==> src/rtl/core/mcop_pkg.sv <==
// Shared types, constants and register indexes for the Monte Carlo option pricer.
// Used by mcop_front, mcop_core and mc_european_option_pricer_top; no dependencies.
package mcop_pkg;

   // path counter width
   localparam int COUNT_BITS = 32;

   // input queue between front and back
   localparam int QDEPTH = 4;
   localparam int QPTR_W = $clog2(QDEPTH);

   // configuration register indexes
   localparam logic [2:0] CSR_SPOT   = 3'd0;
   localparam logic [2:0] CSR_STRIKE = 3'd1;
   localparam logic [2:0] CSR_RATE   = 3'd2;
   localparam logic [2:0] CSR_VOL    = 3'd3;
   localparam logic [2:0] CSR_MAT    = 3'd4;
   localparam logic [2:0] CSR_KIND   = 3'd5;

   // fixed-point constants of the exponential unit
   localparam logic [27:0] LN2_Q28 = 28'd186065279;
   localparam logic [28:0] ONE_Q28 = 29'd268435456;
   localparam logic signed [46:0] XCAP = 47'sd6442450944;          // 24.0 in Q.28
   localparam logic signed [46:0] XOFF = 47'sd35 * 47'sd186065279; // 35 * ln2
   localparam logic [6:0] K_BIAS = 7'd63;                          // shift = K_BIAS - q
   // floor(2^40 / LN2_Q28) for the quotient estimate
   localparam logic [12:0] RECIP_LN2 = 13'((64'd1 << 40) / 64'd186065279);

   // ceil(2^33 / n), exact floor division of Taylor terms below 2^29
   localparam logic [34:0] TWO33 = 35'd1 << 33;
   localparam logic [33:0] RECIP_TBL [16] = '{
      34'd0,
      34'((TWO33 + 35'd0) / 35'd1),
      34'((TWO33 + 35'd1) / 35'd2),
      34'((TWO33 + 35'd2) / 35'd3),
      34'((TWO33 + 35'd3) / 35'd4),
      34'((TWO33 + 35'd4) / 35'd5),
      34'((TWO33 + 35'd5) / 35'd6),
      34'((TWO33 + 35'd6) / 35'd7),
      34'((TWO33 + 35'd7) / 35'd8),
      34'((TWO33 + 35'd8) / 35'd9),
      34'((TWO33 + 35'd9) / 35'd10),
      34'((TWO33 + 35'd10) / 35'd11),
      34'((TWO33 + 35'd11) / 35'd12),
      34'd0, 34'd0, 34'd0
   };
   localparam logic [3:0] TAYLOR_LAST = 4'd12;

   typedef struct packed {
      logic [31:0] spot_price;
      logic [31:0] strike_price;
      logic [31:0] risk_free_rate;
      logic [31:0] volatility;
      logic [31:0] maturity;
      logic        option_kind;
   } cfg_type;

   typedef struct packed {
      logic [31:0] normal_sample;
      logic        last_path;
   } q_item_type;

   typedef enum logic [3:0] {
      ST_IDLE,
      ST_HV,
      ST_T1,
      ST_SQRT,
      ST_VS,
      ST_T2,
      ST_EXP_K,
      ST_EXP_F,
      ST_TAY_A,
      ST_TAY_B,
      ST_SCALE,
      ST_PAY,
      ST_DIV,
      ST_DISC,
      ST_OUT
   } state_type;

endpackage

==> src/rtl/core/mcop_front.sv <==
// Front end of the pricer: takes request items and holds them in a short queue.
// Depends on mcop_pkg.
module mcop_front (
   input  logic                  clock,
   input  logic                  reset,
   input  logic                  req_valid,
   output logic                  req_stall,
   input  logic [31:0]           req_normal_sample,
   input  logic                  req_last_path,
   output logic                  item_valid,
   output mcop_pkg::q_item_type  item,
   input  logic                  item_pop
);

   mcop_pkg::q_item_type        mem [mcop_pkg::QDEPTH];
   logic [mcop_pkg::QPTR_W-1:0] wr_ptr_ff, wr_ptr_in;
   logic [mcop_pkg::QPTR_W-1:0] rd_ptr_ff, rd_ptr_in;
   logic [mcop_pkg::QPTR_W:0]   count_ff, count_in;
   logic                        push, pop;

   assign req_stall  = (count_ff == (mcop_pkg::QPTR_W+1)'(mcop_pkg::QDEPTH));
   assign item_valid = (count_ff != '0);
   assign item       = mem[rd_ptr_ff];
   assign push       = req_valid && !req_stall;
   assign pop        = item_pop && item_valid;

   always_comb begin
      wr_ptr_in = push ? wr_ptr_ff + 1'b1 : wr_ptr_ff;
      rd_ptr_in = pop ? rd_ptr_ff + 1'b1 : rd_ptr_ff;
      count_in  = count_ff;
      if (push && !pop) begin
         count_in = count_ff + 1'b1;
      end else if (pop && !push) begin
         count_in = count_ff - 1'b1;
      end
   end

   always_ff @(posedge clock) begin
      if (reset) begin
         wr_ptr_ff <= '0;
         rd_ptr_ff <= '0;
         count_ff  <= '0;
      end else begin
         wr_ptr_ff <= wr_ptr_in;
         rd_ptr_ff <= rd_ptr_in;
         count_ff  <= count_in;
      end
   end

   always_ff @(posedge clock) begin
      if (push) begin
         mem[wr_ptr_ff] <= '{normal_sample: req_normal_sample, last_path: req_last_path};
      end
   end

endmodule

==> config.mk <==
export PLATFORM = sky130hd
export DESIGN_NAME = mcop_front
export DESIGN_NICKNAME = d
export VERILOG_FILES = /design/src/rtl/core/mcop_pkg.sv /design/src/rtl/core/mcop_front.sv
export SDC_FILE = /design/constraint.sdc
export NUM_CORES = 1
export LEC_CHECK = 0
export BUFFER_PORTS_ARGS = -buffer_cell sky130_fd_sc_hd__buf_2
export CORE_ASPECT_RATIO = 1.25
export CORE_UTILIZATION = 56
export DETAILED_ROUTE_END_ITERATION = 6
export PLACE_DENSITY = 0.77
export SLEW_MARGIN = 10
export SYNTH_ARGS = -nofsm -noshare
export SYNTH_HDL_FRONTEND = slang
export SYNTH_SLANG_ARGS = --single-unit
==> constraint.sdc <==
create_clock -name clock -period 2.26 [get_ports clock]
set_input_delay 0.452 -clock clock [delete_from_list [all_inputs] [get_ports clock]]
set_output_delay 0.452 -clock clock [all_outputs]
set_load 0.005 [all_outputs]
# After elaboration in Yosys (flattened, before gate mapping)
# Memory sizes are Yosys's and may differ from the RTL's. A register that Yosys moved wholly into a read port is not among the register bits.
# Cells that the tools add are included.
# word_totals
register_bits	7
ramBits	132
inputBits	37
word_cells	24
n_memories	1
# classes
addsub	4
n_eq_ne	1
n_mux	6
n_reduce_logical	9
# memory_table
name	depth	word_bits	read_ports	rd_ports_with_merged_regs	wr	line	text
mem	4	33	1	1	1	mcop_front.sv:15	mcop_pkg::q_item_type mem [mcop_pkg::QDEPTH];
# ops
cell	n
3-bit two-way mux	2
2-bit by 1-bit adder with 2-bit output, second input constant	2
1-bit logical AND	4
2-bit two-way mux	2
3-bit by 1-bit adder with 3-bit output, second input constant	1
3-bit equality test, second input constant	1
1-bit logical NOT	3
3-bit nonzero test	1
3-bit by 1-bit subtractor with 3-bit output, second input constant	1
1-bit two-way mux	2
2-bit nonzero test	1

# Depth between registers and ports, before layout
# logic_depth
word_depth	7
depth_mapped	8
depth_no_buf	8

# Worst setup path after synthesis
# No wires, ideal clock.
# synth_timing
path_type	reg-to-reg
from	reg count_ff[0] in the netlist's numbering
to	mem mem[0][0] in the netlist's numbering, enable pin
arrival_time_ps	1573
required_time_ps	1867
slack_ps	294
stages_incl_launch_ff	4
synth_period_minus_slack_ps	1966
path_cell_list	dfxtp_1 -> nor3b_2 -> nor2_2 -> and2_1
# synth_between
elab_chain_len	5
# synth_rtl
element	line	text
from (decl)	mcop_front.sv:18	logic [mcop_pkg::QPTR_W:0] count_ff, count_in;
from (signal assigned)	mcop_front.sv:46	count_ff <= count_in;
3-bit equality test	mcop_front.sv:21	assign req_stall = (count_ff == (mcop_pkg::QPTR_W+1)'(mcop_pkg::QDEPTH));
net req_stall	mcop_front.sv:7	output logic req_stall,
1-bit logical NOT	mcop_front.sv:24	assign push = req_valid && !req_stall;
1-bit logical AND	mcop_front.sv:24	
net push	mcop_front.sv:19	logic push, pop;
1-bit two-way mux	mcop_front.sv:51	if (push) begin
1-bit two-way mux (implied by the code)	mcop_front.sv:52	mem[wr_ptr_ff] <= '{normal_sample: req_normal_sample, last_path: req_last_path};
to (decl)	mcop_front.sv:15	
# The timed path passes the listed nets, and every way through them passes these cells.

==> implementation parameters <==
Parameter                              Value

Clock network
  Cts hold-fix bufs ... 0
  Cts repair resizes ... 0
  TritonCTS Buffers ... 17
  Maximum level of the CTS H-tree ... 4
  Sinks on Clock Net ... 141
  Setup Buffers After CTS ... 0
  CTS root buffer ... clkbuf_16
  Clock Pin Slew Worst Setup and Hold Paths ... ~0.060 ns
  Clock tree from TritonCTS ... built
  Clk buf depth ... 2
  Clock Latency Late Sink ... a little over 0.4 ns

Global route
  Overall routing resource usage ... 0.2012
  Wire length of the first global-routing pass ... 13660 um
  Initial antenna violation count ... 2
  Remaining global-route overflow ... 0
  Maximum number of pins on one net before global-route repair ... 28
  Number of global-route vias before repair ... ~2600

Layout
  Most common cell after layout, fill and taps aside ... edfxtp_1
  Leading cell types in the layout, fill and taps excluded ... edfxtp_1 (132), buf_2 (71), mux4_2 (33)
  Fillers ... approximately 550
  Ratio of cells with drive above 1 in the final layout ... 0.4709
  Post-layout nets ... 357
  Area growth from synthesis to final layout ... 23.68%

Min path
  Number of instances on the worst hold path ... 1
  Worst min-delay path category ... in2reg
  End point of the most critical hold path ... mem[1][12]$_DFFE_PP_
  Critical hold path startpoint ... req_normal_sample[11]

STA
  Pin slew with the least headroom to its limit ... approximately 0.33 ns
  Fmax ... approximately 0.47 GHz
  Max-slew violation count ... 0
  Final number of hold-violating endpoints ... 0
  Worst-case clock skew ... roughly 0.0047 ns
  # setup viols final ... 0
  Setup total negative slack ... 0 ns
  Relative slew slack ... 0.7735
  Final Hold Slack ... roughly 0.26 ns
  Post-layout minimum cycle time ... between 2 and 2.5 ns
  Setup repair after global routing missed its margin ... false
  Crit share post-route ... 0.9345

Critical path
  Arr. time, crit path ... 1.66 ns
  Crit end category ... output port
  Data required, critical path ... 1.81 ns
  Startpoint Class ... register
  Reg2reg end ... count_ff[2]$_SDFFE_PP0P_
  Critical path start-end classification ... reg2out
  Largest fanout on the critical path ... 17
  Number of cells on the worst reg-to-reg path ... 7
  Minimum setup slack among reg-to-reg paths ... between 0.15 and 0.2 ns
  FF-to-FF Start ... count_ff[1]$_SDFFE_PP0P_

Pwr
  Cell area power density ... 1203 nW/um2
  Leakage dissipation ... between 2 and 2.5 nW
  Worst ir drop on vdd ... slightly below 0.8 mV

Yosys
  Synth warn ... 0
  Netlist area before placement ... 5269 um2
  Synth Area in Adders ... 0.01567
  Proportion of synthesized chip area in sequential cells ... 0.7865
  Simple-Gate Fraction of Synth Area ... 0.01781
  Count of mapped cells out of synthesis ... around 220
  Top cells by area in the synthesized netlist ... edfxtp_1 (75%), mux4_2 (14%), dfxtp_1 (3.4%), ha_1 (1.2%), buf_12 (1.1%)
  Yosys top cell by area ... edfxtp_1
  Average instance area after synthesis ... approximately 24 um2
  Combinational family with the most area after synthesis ... multiplexers
  Synth cell types ... 22
  Portion of netlist area occupied by mux cells ... 0.1449
  Area fraction of the dominant cell type after synthesis ... 0.7523
  Synthesized flop and latch total ... 141
  Synthesized netlist net count ... roughly 260
  Complex-gate fraction of the synthesized area ... 0.007837
  Xor-xnor portion of the synthesized cell area ... 0.006649

Routing
  Routed via count ... 2481
  Total Routed Length ... around 9000 um
  Post-detailed-route count of antenna-violating nets ... 0
  Routed vias/inst ... between 5 and 6
  Remaining design rule violation count ... 0
  Post-detailed-route wirelength per cell ... a little under 20 um
  First-pass iteration count of the detailed router ... 6
  Iter 0 DRT Violations ... roughly 130

Floorplanning
  I/O pin count ... between 70 and 80
  Area of the placeable core ... about 9000 um2
  Standard-cell row count ... 39
  Die outline area ... just under 10000 um2
  Starting density of the core ... 0.5774
  Die Width ... between 80 and 90 um
  Die span in y ... between 100 and 150 um

Job
  Max Cap Viol ... 0

Placement
  PortBufs ... 71
  Placer's final routability congestion estimate ... roughly 0.70
  Final HPWL DP ... between 5000 and 6000 um

Outcome
  Status ... completed
==> logic make-up (layout without fill, tap and decap cells) <==
family / after synthesis / in the layout
adders and majority gates: 6 / 6
DFF: 141 / 141
xor gates and xnor gates: 4 / 4
and+or+nand+nor: 16 / 16
other: 0 / 2
AOI/OAI and AO/OA: 6 / 6
buffers and inverters: 13 / 119
muxes: 35 / 35
==> metal layers <==
layer  GRT usage  vias up  share of wire
met1      0.2571     1293           0.43
met2      0.3128       67           0.51
met5           0        -              0
met4     0.09355        0          0.021
met3     0.06353       12          0.040
li1            -     1109              -
==> power by group <==
| part | switching, mW | leakage (nW) | internal (mW) |
|---|---|---|---|
| registers | 0.110 | 1.28 | 3.15 |
| clock network | 0.986 | 0.310 | 2.06 |
| logic | 0.686 | 0.676 | 0.849 |
==> final cells by class <==
cell class	instances	area (um2)	share of cell area
timing repair buffer	83	520.5	0.07988
inverter	4	15.01	0.002304
clock buffer	20	436.7	0.06701
clock inverter	12	217.7	0.03341
sequential	141	4146	0.6363
tap	123	153.9	0.02362
antenna	2	5.005	0.0007680
multi-input combinational	67	1021	0.1567
==> state kept, by name (all words and copies together) (netlist names), named ones only <==
signal	flops
mem	132
rd_ptr_ff	2
wr_ptr_ff	2
count_ff	3
==> Yosys cell counts <==
cell      count
xor2_1        4
dfxtp_1       9
nor3b_2       1
inv_1         4
nand2b_1      2
ha_1          5
or3_1         3
o31ai_2       1
buf_6         1
fa_1          1
buf_2         3
mux2i_1       2
nor2_2        1
a21oi_1       2
o21ai_0       2
clkbuf_1      2
nor2_1        5
buf_12        3
o311ai_1      1
edfxtp_1    132
and2_1        4
mux4_2       33
==> critical path, cell delays in order (launching register included) <==
cell	delay [ns]
dfxtp_2	0.37
buf_12	0.20
mux4_2	0.54
buf_2	0.14
==> metrics by stage <==
stage	setup WS, ns	cells	cell area [um2]	power (mW)	util
2_1_floorplan	0.2939	221	5269	4.334	-
3_3_place_gp	0.2862	418	5857	4.828	0.6418
3_5_place_dp	0.1900	418	5857	4.870	0.6418
4_1_cts	0.1103	450	6511	7.936	0.7136
5_1_grt	0.04758	452	6516	8.163	0.7141
6_report	0.1480	452	6516	7.841	0.7141
==> worst max-delay path by stage <==
| stage | startpoint | end | cells past startpoint |
|---|---|---|---|
| 6_report | register | item[18] | 3 |
| 5_1_grt | count_ff[1]$_SDFFE_PP0P_ | count_ff[2]$_SDFFE_PP0P_ | 7 |
| 4_1_cts | register | item[18] | 3 |
| 3_5_place_dp | count_ff[1]$_SDFFE_PP0P_ | count_ff[2]$_SDFFE_PP0P_ | 7 |
| 3_3_place_gp | count_ff[1]$_SDFFE_PP0P_ | count_ff[2]$_SDFFE_PP0P_ | 7 |
| 2_1_floorplan | count_ff[0]$_SDFFE_PP0P_ | mem[0][0]$_DFFE_PP_ | 3 |
No activity file was read; power rests on OpenSTA's default activity.
